<file path="config.mk">
export PLATFORM = sky130hd
export DESIGN_NAME = utf8_byte_decoder
export DESIGN_NICKNAME = d
export VERILOG_FILES = /design/src/rtl/utf8d_pkg.sv /design/src/rtl/utf8d_front.sv /design/src/rtl/utf8d_queue.sv /design/src/rtl/utf8d_back.sv /design/src/rtl/utf8_byte_decoder.sv
export VERILOG_INCLUDE_DIRS = /design/src /design/src/rtl
export SDC_FILE = /design/constraint.sdc
export NUM_CORES = 1
export LEC_CHECK = 0
export CORE_MARGIN = 2
export CORE_UTILIZATION = 55
export DETAILED_ROUTE_END_ITERATION = 16
export DONT_BUFFER_PORTS = 1
export GPL_TIMING_DRIVEN = 0
export MAX_ROUTING_LAYER = met4
export PLACE_DENSITY = 0.7
export REMOVE_ABC_BUFFERS = 1
export SLEW_MARGIN = 20
export SYNTH_ARGS = -nofsm -noshare
export SYNTH_HDL_FRONTEND = slang
export SYNTH_HIERARCHICAL = 1
export SYNTH_SLANG_ARGS = --single-unit
</file>
<file path="constraint.sdc">
create_clock -name clk -period 3.5 [get_ports clk]
set_input_delay 0.175 -clock clk [delete_from_list [all_inputs] [get_ports clk]]
set_output_delay 0.175 -clock clk [all_outputs]
set_load 0.005 [all_outputs]
</file>
<file path="src/rtl/utf8_byte_decoder_assert.svh">
// assertion macros for the utf8 byte decoder
// no dependencies; empty bodies when SYNTHESIS is defined
`ifndef UTF8_BYTE_DECODER_ASSERT_SVH
`define UTF8_BYTE_DECODER_ASSERT_SVH

`ifndef SYNTHESIS

// property checked at every edge outside reset
`define UBD_ASSERT(lbl, clk, rst_n, prop) \
  lbl: assert property (@(posedge clk) disable iff (!rst_n) (prop)) \
    else $error("utf8 decoder check failed");

// consequence checked in the cycle after the antecedent
`define UBD_ASSERT_NEXT(lbl, clk, rst_n, ante, cons) \
  lbl: assert property (@(posedge clk) disable iff (!rst_n) (ante) |=> (cons)) \
    else $error("utf8 decoder sequence check failed");

`else

`define UBD_ASSERT(lbl, clk, rst_n, prop)
`define UBD_ASSERT_NEXT(lbl, clk, rst_n, ante, cons)

`endif

`endif

</file>
<file path="src/rtl/utf8d_pkg.sv">
// shared types and constants of the utf8 byte decoder
// no dependencies
package utf8d_pkg;

  localparam int QUEUE_DEPTH = 4;

  localparam logic [15:0] CP_MALFORMED = 16'h003F;
  localparam logic [15:0] CP_REPLACE   = 16'hFFFD;

  // held byte count codes
  localparam logic [1:0] HELD_NONE = 2'd0;
  localparam logic [1:0] HELD_LEAD = 2'd1;

  // bytes dropped after a four-byte lead
  localparam logic [1:0] SKIP_FOUR = 2'd3;

  // one queue word: one or two code points from one input byte
  typedef struct packed {
    logic        two;
    logic [15:0] cp0;
    logic [15:0] cp1;
  } entry_t;

  typedef struct packed {
    logic [1:0] held_count;
    logic [1:0] skip_left;
  } front_stat_t;

endpackage

</file>
<file path="src/rtl/utf8d_front.sv">
// front end: accepts bytes, tracks held lead state, forms queue words
// depends on utf8d_pkg
module utf8d_front (
  input  logic                   clk,
  input  logic                   rst_n,
  input  logic                   accept,
  input  logic [7:0]             byte_value,
  input  logic                   string_end,
  output logic                   push,
  output utf8d_pkg::entry_t      push_data,
  output utf8d_pkg::front_stat_t stat
);

  logic [7:0] held_lead_r, held_lead_nxt;
  logic [7:0] held_follow_r, held_follow_nxt;
  logic [1:0] held_count_r, held_count_nxt;
  logic [1:0] skip_left_r, skip_left_nxt;
  logic       emit;

  logic is_ascii, is_lead2, is_lead3, is_lead4;
  logic held_is_lead2;

  // single byte decode with the string treated as ending here
  function automatic logic [15:0] fresh_cp(input logic [7:0] b);
    logic [15:0] cp;
    if (!b[7]) begin
      cp = {8'd0, b};
    end else if (b[7:3] == 5'b11110) begin
      cp = utf8d_pkg::CP_REPLACE;
    end else begin
      cp = utf8d_pkg::CP_MALFORMED;
    end
    return cp;
  endfunction

  assign is_ascii      = !byte_value[7];
  assign is_lead2      = (byte_value[7:5] == 3'b110);
  assign is_lead3      = (byte_value[7:4] == 4'b1110);
  assign is_lead4      = (byte_value[7:3] == 5'b11110);
  assign held_is_lead2 = (held_lead_r[7:5] == 3'b110);

  always_comb begin
    held_lead_nxt   = held_lead_r;
    held_follow_nxt = held_follow_r;
    held_count_nxt  = held_count_r;
    skip_left_nxt   = skip_left_r;
    emit            = 1'b0;
    push_data.two   = 1'b0;
    push_data.cp0   = utf8d_pkg::CP_MALFORMED;
    push_data.cp1   = fresh_cp(byte_value);

    if (skip_left_r != 2'd0) begin
      skip_left_nxt = skip_left_r - 2'd1;
    end else if (held_count_r == utf8d_pkg::HELD_LEAD) begin
      if (held_is_lead2) begin
        emit           = 1'b1;
        push_data.cp0  = {5'd0, held_lead_r[4:0], byte_value[5:0]};
        held_count_nxt = utf8d_pkg::HELD_NONE;
        held_lead_nxt  = 8'd0;
      end else if (string_end) begin
        // truncated three-byte lead: '?' then this byte on its own
        emit           = 1'b1;
        push_data.two  = 1'b1;
        held_count_nxt = utf8d_pkg::HELD_NONE;
        held_lead_nxt  = 8'd0;
      end else begin
        held_follow_nxt = byte_value;
        held_count_nxt  = held_count_r + 2'd1;
      end
    end else if (held_count_r != utf8d_pkg::HELD_NONE) begin
      emit            = 1'b1;
      push_data.cp0   = {held_lead_r[3:0], held_follow_r[5:0], byte_value[5:0]};
      held_count_nxt  = utf8d_pkg::HELD_NONE;
      held_lead_nxt   = 8'd0;
      held_follow_nxt = 8'd0;
    end else begin
      if (is_ascii) begin
        emit          = 1'b1;
        push_data.cp0 = {8'd0, byte_value};
      end else if (is_lead2 || is_lead3) begin
        if (string_end) begin
          emit = 1'b1;
        end else begin
          held_lead_nxt  = byte_value;
          held_count_nxt = utf8d_pkg::HELD_LEAD;
        end
      end else if (is_lead4) begin
        emit          = 1'b1;
        push_data.cp0 = utf8d_pkg::CP_REPLACE;
        skip_left_nxt = utf8d_pkg::SKIP_FOUR;
      end else begin
        emit = 1'b1;
      end
    end

    if (string_end) begin
      held_lead_nxt   = 8'd0;
      held_follow_nxt = 8'd0;
      held_count_nxt  = utf8d_pkg::HELD_NONE;
      skip_left_nxt   = 2'd0;
    end
  end

  assign push = accept && emit;

  always_ff @(posedge clk) begin
    if (!rst_n) begin
      held_lead_r   <= 8'd0;
      held_follow_r <= 8'd0;
      held_count_r  <= utf8d_pkg::HELD_NONE;
      skip_left_r   <= 2'd0;
    end else if (accept) begin
      held_lead_r   <= held_lead_nxt;
      held_follow_r <= held_follow_nxt;
      held_count_r  <= held_count_nxt;
      skip_left_r   <= skip_left_nxt;
    end
  end

  assign stat.held_count = held_count_r;
  assign stat.skip_left  = skip_left_r;

endmodule

</file>
<file path="src/rtl/utf8d_queue.sv">
// short register queue of decoded words between front and back
// depends on utf8d_pkg
module utf8d_queue #(
  parameter int DEPTH = utf8d_pkg::QUEUE_DEPTH
) (
  input  logic              clk,
  input  logic              rst_n,
  input  logic              push,
  input  utf8d_pkg::entry_t push_data,
  input  logic              pop,
  output utf8d_pkg::entry_t pop_data,
  output logic              empty,
  output logic              full
);

  localparam int PTR_W = $clog2(DEPTH);
  localparam int CNT_W = $clog2(DEPTH + 1);

  utf8d_pkg::entry_t  mem_r [DEPTH];
  logic [PTR_W-1:0]   wr_ptr_r, rd_ptr_r;
  logic [CNT_W-1:0]   count_r;

  assign empty    = (count_r == '0);
  assign full     = (count_r == CNT_W'(DEPTH));
  assign pop_data = mem_r[rd_ptr_r];

  always_ff @(posedge clk) begin
    if (push) begin
      mem_r[wr_ptr_r] <= push_data;
    end
  end

  always_ff @(posedge clk) begin
    if (!rst_n) begin
      wr_ptr_r <= '0;
      rd_ptr_r <= '0;
      count_r  <= '0;
    end else begin
      if (push) begin
        wr_ptr_r <= (wr_ptr_r == PTR_W'(DEPTH - 1)) ? '0 : wr_ptr_r + 1'b1;
      end
      if (pop) begin
        rd_ptr_r <= (rd_ptr_r == PTR_W'(DEPTH - 1)) ? '0 : rd_ptr_r + 1'b1;
      end
      if (push && !pop) begin
        count_r <= count_r + 1'b1;
      end else if (pop && !push) begin
        count_r <= count_r - 1'b1;
      end
    end
  end

endmodule

</file>
<file path="src/rtl/utf8d_back.sv">
// back end: unpacks queue words into single results in an output register
// depends on utf8d_pkg
module utf8d_back (
  input  logic              clk,
  input  logic              rst_n,
  input  logic              empty,
  input  utf8d_pkg::entry_t pop_data,
  output logic              pop,
  input  logic              out_stall,
  output logic              out_valid,
  output logic [15:0]       out_code_point,
  output logic              out_run_last,
  output logic              pend
);

  logic        out_valid_r;
  logic [15:0] out_code_point_r;
  logic        out_run_last_r;
  logic        pend_r;
  logic [15:0] second_cp_r;
  logic        load;

  // output register free or being taken this cycle
  assign load = !out_valid_r || !out_stall;
  assign pop  = load && !pend_r && !empty;

  always_ff @(posedge clk) begin
    if (!rst_n) begin
      out_valid_r <= 1'b0;
      pend_r      <= 1'b0;
    end else if (load) begin
      if (pend_r) begin
        out_valid_r <= 1'b1;
        pend_r      <= 1'b0;
      end else begin
        out_valid_r <= !empty;
        pend_r      <= !empty && pop_data.two;
      end
    end
  end

  always_ff @(posedge clk) begin
    if (load) begin
      if (pend_r) begin
        out_code_point_r <= second_cp_r;
        out_run_last_r   <= 1'b1;
      end else begin
        out_code_point_r <= pop_data.cp0;
        out_run_last_r   <= !pop_data.two;
        second_cp_r      <= pop_data.cp1;
      end
    end
  end

  assign out_valid      = out_valid_r;
  assign out_code_point = out_code_point_r;
  assign out_run_last   = out_run_last_r;
  assign pend           = pend_r;

endmodule

</file>
<file path="src/rtl/utf8_byte_decoder.sv">
// utf8 byte decoder: one byte in per cycle unless stalled, 16-bit code points out
// path: a byte's result goes through the queue, then the output register, to out_*
// throughput: one byte per cycle unless stalled; a byte with two results
// holds the output for both, and the front-back queue (QUEUE_DEPTH words) absorbs that
// reset: synchronous rst_n low empties the queue, clears held bytes and the output
`include "utf8_byte_decoder_assert.svh"

module utf8_byte_decoder #(
  parameter int QUEUE_DEPTH = utf8d_pkg::QUEUE_DEPTH
) (
  input  logic        clk,
  input  logic        rst_n,
  input  logic        in_valid,
  output logic        in_stall,
  input  logic [7:0]  in_byte_value,
  input  logic        in_string_end,
  output logic        out_valid,
  input  logic        out_stall,
  output logic [15:0] out_code_point,
  output logic        out_run_last
);

  logic                   accept;
  logic                   q_push, q_pop, q_empty, q_full;
  utf8d_pkg::entry_t      q_push_data, q_pop_data;
  utf8d_pkg::front_stat_t front_stat;
  logic                   pend;

  assign in_stall = q_full;
  assign accept   = in_valid && !in_stall;

  utf8d_front u_front (
    .clk        (clk),
    .rst_n      (rst_n),
    .accept     (accept),
    .byte_value (in_byte_value),
    .string_end (in_string_end),
    .push       (q_push),
    .push_data  (q_push_data),
    .stat       (front_stat)
  );

  utf8d_queue #(
    .DEPTH (QUEUE_DEPTH)
  ) u_queue (
    .clk       (clk),
    .rst_n     (rst_n),
    .push      (q_push),
    .push_data (q_push_data),
    .pop       (q_pop),
    .pop_data  (q_pop_data),
    .empty     (q_empty),
    .full      (q_full)
  );

  utf8d_back u_back (
    .clk            (clk),
    .rst_n          (rst_n),
    .empty          (q_empty),
    .pop_data       (q_pop_data),
    .pop            (q_pop),
    .out_stall      (out_stall),
    .out_valid      (out_valid),
    .out_code_point (out_code_point),
    .out_run_last   (out_run_last),
    .pend           (pend)
  );

  // a word is never written into a full queue
  `UBD_ASSERT(a_no_overflow, clk, rst_n, q_push |-> !q_full)
  // a pending second result always sits behind a shown first one
  `UBD_ASSERT(a_pend_shown, clk, rst_n, pend |-> out_valid)
  // a result that is not the last of its byte has its partner pending
  `UBD_ASSERT(a_first_of_two, clk, rst_n, (out_valid && !out_run_last) |-> pend)
  // the final byte of a string leaves nothing held and nothing to skip
  `UBD_ASSERT_NEXT(a_end_clears, clk, rst_n, accept && in_string_end,
                   front_stat.held_count == utf8d_pkg::HELD_NONE && front_stat.skip_left == 2'd0)

endmodule
</file>
Word level (Yosys, flattened, before mapping). Memory sizes are Yosys's and may differ from the RTL's. A register that Yosys moved wholly into a read port is not among the register bits. Cells that the tools add are included.

Word-level logic and storage cells: 119. Register bits: 60. Bits in writable memories: 132. Output and inout port bits: 19. Input port bits: 13. Memories kept: 1.

Muxes and demuxes: 54. Equality and inequality tests: 14. Bitwise operators: 1. Reduce and logical (&&, ||, !) cells: 31. Add/subtract/negate cells: 6.

Memory list: u_queue.mem_r (words 4, bits a word 33, rd ports 1, clocked after Yosys merged registers in 1, wr ports 1, RTL line utf8d_queue.sv:19) `utf8d_pkg::entry_t mem_r [DEPTH];`.

Operators by type and width (count): 16-bit two-way mux (7); 8-bit two-way mux (7); 2-bit two-way mux (18); 6-bit two-way mux (5); 17-bit two-way mux (1); 1-bit two-way mux (13); 3-bit by 2-bit != test with 1-bit output, second input constant (4); 11-bit two-way mux (1); 3-bit equality test, second input constant (3); 3-bit nonzero test (3); 1-bit zero test (8); 4-bit AND reduction (2); 4-bit nonzero test (2); 1-bit logical AND (7); 2-bit by 1-bit adder with 2-bit output, second input constant (3); 3-bit two-way mux (2); 6-bit AND reduction (1); 2-bit nonzero test (3); 5-bit equality test, second input constant (1); 5-bit AND reduction (1); 2-bit equality test, second input constant (2); 4-bit equality test, second input constant (1); 3-bit by 1-bit adder with 3-bit output, second input constant (1); 3-bit zero test (1); other kinds (8) (9).

Longest topological paths before layout.
Word-level depth: 12. Mapped depth: 11. Mapped depth without buffers: 10.

Hierarchy. Netlist, hierarchy kept.

By module, submodules not included: utf8d_queue (area each 5266.3 um^2, instances 1, cells each 217, sequential area each 4144.0 um^2); utf8d_back (area each 1326.3 um^2, instances 1, cells each 61, sequential area each 1031.0 um^2); utf8d_front (area each 1292.5 um^2, instances 1, cells each 161, sequential area each 360.3 um^2); utf8_byte_decoder (area each 13.8 um^2, instances 1, cells each 1, sequential area each 0.0 um^2).

Worst setup path after synthesis. OpenSTA, ideal clock, no wires.

Kind: register -> register. Start: reg u_back.pend_r, in the netlist u_back/pend. End: reg u_queue.count_r[2]. Required time: 3.424 ns. Setup slack: 0.799 ns. Data arrival time: 2.625 ns. Stages on the path, launching flop included: 11. Clock period less this slack: 2.701 ns. Buffers on the path: 1. Setup time: 0.076 ns. Cells stage by stage: dfxtp_1 > buf_6 > a21oi_1 > nor2b_1 > inv_1 > ha_1 > inv_1 > fa_1 > xor2_1 > or3_1 > a21boi_0.

Cells in the longest elaborated chain, start to end: 6. Elaborated cells between the ends (all ways): 8. Classes of those cells: mux: 1; reduce/logical: 7.

Ends and longest elaborated chain: start, declared (RTL line utf8d_back.sv:19) `logic pend_r;`; start signal, assigned (RTL line utf8d_back.sv:37) `pend_r <= !empty && pop_data.two;`; 1-bit zero test * (RTL line utf8d_back.sv:25) `assign pop = load && !pend_r && !empty;`; 1-bit logical AND * (2 in a row) (RTL line utf8d_back.sv:25); via q_pop (RTL line utf8_byte_decoder.sv:24) `logic q_push, q_pop, q_empty, q_full;`; 1-bit zero test (RTL line utf8d_queue.sv:45) `if (push && !pop) begin`; 1-bit logical AND (RTL line utf8d_queue.sv:45); 3-bit two-way mux or 2-bit nonzero test (tied branches); end signal, assigned (RTL line utf8d_queue.sv:46) `count_r <= count_r + 1'b1;`; end signal, assigned (RTL line utf8d_queue.sv:48) `count_r <= count_r - 1'b1;`; end, declared (RTL line utf8d_queue.sv:21) `logic [CNT_W-1:0] count_r;`.

The timed path passes the listed nets; every way through them passes the cells marked *. A chain may end at the register's enable or synchronous reset.

Worst setup path in the final report.
Start: reg u_front.held_count_r[1]. End: reg u_queue.count_r[2].

Cells in the longest elaborated chain, start to end: 8. Elaborated cells between the ends (all ways): 11. Classes of those cells: eq/ne: 1; mux: 4; reduce/logical: 6.

Ends and longest elaborated chain: start, declared (RTL line utf8d_front.sv:16) `logic [1:0] held_count_r, held_count_nxt;`; start signal, assigned (RTL line utf8d_front.sv:110) `held_count_r <= utf8d_pkg::HELD_NONE;`; start signal, assigned (RTL line utf8d_front.sv:115) `held_count_r <= held_count_nxt;`; 2-bit nonzero test (RTL line utf8d_front.sv:70) `end else if (held_count_r != utf8d_pkg::HELD_NONE) begin`; 1-bit two-way mux (RTL line utf8d_front.sv:70); 1-bit two-way mux * (RTL line utf8d_front.sv:54) `end else if (held_count_r == utf8d_pkg::HELD_LEAD) begin`; 1-bit two-way mux * (RTL line utf8d_front.sv:52) `if (skip_left_r != 2'd0) begin`; 1-bit logical AND * (RTL line utf8d_front.sv:104) `assign push = accept && emit;`; via q_push (RTL line utf8_byte_decoder.sv:24); 1-bit zero test (RTL line utf8d_queue.sv:47) `end else if (pop && !push) begin`; 1-bit logical AND (RTL line utf8d_queue.sv:47); 2-bit nonzero test (no line).

Marked as above.

==> flow_summary.toml <==
[place]
post-dp-hpwl_um = 8600
dp_slack_ns = 0.439
routabilityCongestion = 0.863
dp.cells = 599
io_buffers = 0

[timing]
rsz0062_at_grt = "false"
period_share_pct = 87.0
slew_violations = 0
skew_ns = 0.0132
slew_headroom_pct = 35.7
hold_viol = 0
worst_slack_ns = 0.453
timing.final.crit_period_ns = 3.05
worst_pin_slew_ns = 0.963
fmax_mhz = 328
fin_hold_ws_ns = 0.0291
setup_viol_count_final = 0
setup_tns_ns = 0

[drt]
wl_met2_um = 7350
drt_iter0_markers = 380
ant_nets = 0
drc = 0
drt-total-wl_um = 14300
wire_per_inst_um = 22.3
dr.pass1.iters = 5
avgViaCountPerCell = 6.14
m1WireLength_um = 6090
topRoutingLayerUsed = "met4"
vias = 3927
wl_met3_um = 494

[synth]
synthMostInstantiatedCell = "edfxtp_1"
synth_top_family_by_area = "multiplexers"
synth_commonest_cells = "edfxtp_1, mux4_2, dfxtp_1"
yosysWarnings = 6
synth_ff_type = "edfxtp_1"
yosysSeqAreaShare_pct = 70.1
synth_cell_type_count = 56
synth_seq_cells = 194
syn_area_sq_mm = 0.00790
async_flop_share_pct = 0
synthMuxAreaShare_pct = 13.0
synth_compound_gate_area_share_pct = 4.55
synth_top_area_share_pct = 62.7
yosys.area.top_type = "edfxtp_1"
syn_inst = 440
synthAdderAreaFrac_pct = 1.36
syn_area_per_cell_sq_um = 18.0
yosys.area_share.simple_pct = 7.57
netlist_top_cells_area = "edfxtp_1, mux4_2, dfxtp_1"
synth_edf_count = 165
synth-xor-area-share_pct = 0.222

[layout]
area_growth_syn_to_layout_pct = 9.88
fill_cells = 977
antennaDiodeCount = 0
utilization_pct = 62.3
layout-drive-gt1-share_pct = 24.3
finalNonFillerCells = 640
final_nets = 469

[setup_path]
r2r_setup_slack_ns = 0.45
required_ns = 3.86
endpoint_kind = "register"
path_class = "reg2reg"
startpoint = "u_front/held_count_r[1]"
reg2reg_to = "u_queue/count_r[2]"
cp.arrival_ns = 3.41
reg2regPathDepth = 10
worst_setup_path_start_kind = "register"
r2r_start = "u_front/held_count_r[1]"
critPathMaxFanout = 21
worstSetupEndpoint = "u_queue/count_r[2]"

[floorplan]
core.rowCount = 43
start_util_pct = 56.7
die_area_sq_mm = 0.0153
ios = 32
core_area_sq_mm = 0.0139
die_h_um = 124
die_x_um = 124

[clock_tree]
clk_pin_slew_ns = 0.07
clockBufferDepth = 2
tritoncts = "built"
root_buffer = "clkbuf_16"
numClockSinks = 194
cts_buffers = 17
htree_levels = 4
clkLatencyLatePin_ns = 0.43

[pwr]
combPwrFrac_pct = 18.9
seqPwrFrac_pct = 54.0
sw_frac_of_total_pct = 25.6
irDropWorstVdd_mv = 0.466
clkPwrFrac_pct = 27.2
internal-power_mw = 4.56
power.switching_mw = 1.57
leakage_nw = 2.86
p_per_area_mw_per_mm2 = 705

[run_status]
status = "finished clean"

[hold_path]
min_path_type = "in2reg"

[grt]
antenna_found_initial = 0
grt_pass1_vias = 4158
grt_overflow_total = 0
grt_pass1_wl_um = 22800
grt_start_max_net_pins = 38
track_usage_pct = 21.5

[run]
cap_viol_max_count = 0
[power groups by stage]
stage,logic [mW],clock network [mW],registers [mW]
after floorplan,0.845,0,3.28
after global placement,1.02,0,3.40
after detailed placement,1.15,0,3.37
after CTS,1.17,1.69,3.33
after global routing,1.24,1.79,3.38
final,1.15,1.66,3.30
[placed cells by master, fill, tap and decap left out, drive strengths merged, types with 2 or more instances in the layout]
cell and n:
o211ai 3, dfxtp 29, nor2 13, or3 2, o21ai 4, nor2b 12
nand2b 8, clkinvlp 2, o21a 2, nor3 13, o31a 2, inv 9
clkinv 13, nand3 22, buf 7, o2111ai 6, mux4 33, mux2i 6
nand2 8, a21boi 3, a21oi 10, edfxtp 165, a211oi 4, a32o 6
or2 7, clkbuf 17, mux2 16, ha 7, and2 5, dlygate4sd3 9
[state kept, by name, summed over array words and instances (netlist names), named ones only]
register	flops
u_queue/mem_r	132
u_back/out_code_point	16
u_back/second_cp_r	16
u_front/held_lead_r	8
u_front/held_follow_r	6
u_queue/count_r	3
u_front/held_count_r	2
u_front/skip_left_r	2
u_queue/rd_ptr_r	2
u_queue/wr_ptr_r	2
u_back/out_run_last	1
u_back/out_valid	1
u_back/pend	1
[worst min-delay path by stage]
stage / from / to / slack, ns / cells after the start
global placement: in_byte_value[2] / u_front/held_follow_r[2] / 0.30 / 1
floorplan: rst_n / u_queue/count_r[0] / 0.30 / 1
CTS: in_string_end / u_front/skip_left_r[0] / 0.004 / 2
global route: in_string_end / u_front/skip_left_r[1] / 0.03 / 2
detailed placement: rst_n / u_queue/count_r[0] / 0.31 / 1
finish: in_string_end / u_front/skip_left_r[0] / 0.03 / 2
[area by class of cell]
| type | instances | area [sq um] | share of cell area [%] |
|---|---|---|---|
| Sequential cell | 194 | 5540 | 63.8 |
| Clock buffer | 17 | 425 | 4.90 |
| Tap cell | 180 | 225 | 2.59 |
| Timing Repair Buffer | 16 | 245 | 2.83 |
| Multi-Input combinational cell | 209 | 2130 | 24.5 |
| Inverter | 10 | 37.5 | 0.432 |
| Clock inverter | 14 | 73.8 | 0.851 |
[logic make-up after synthesis]
kind of cell,count (synthesis)
compound gates,46
flops,194
fa+ha+maj,8
mux,55
simple gates,98
buf+inv,37
xor+xnor,2
[critical path, stage by stage, from the launching register on]
cell and delay (ns):
dfxtp_1 0.80, nand2b_1 0.26, or2_4 0.16, a21oi_1 0.06, nor2_1 0.36, ha_1 0.28
inv_1 0.07, fa_1 0.37, xor2_1 0.16, or3_1 0.30, a21boi_0 0.15
[layer usage]
metal,global-route usage [%],vias to the layer above
li1,-,1759
met1,26.8,2045
met2,34.2,99
met3,4.72,24
met4,9.52,0
met5,-,-
[timing repair]
item	CTS	global route
buffers inserted	0	0
hold buffers	10	0
endpoints found under the hold margin	53	0
resized for setup	0	0
[through the flow]
stage               power, mW  instance area [sq um]
floorplan                4.12                   7680
global placement         4.42                   7910
detailed placement       4.52                   8070
CTS                      6.19                   8680
global route             6.41                   8680
finish                   6.12                   8680
Note: power is estimated with default switching activity, not from simulation.
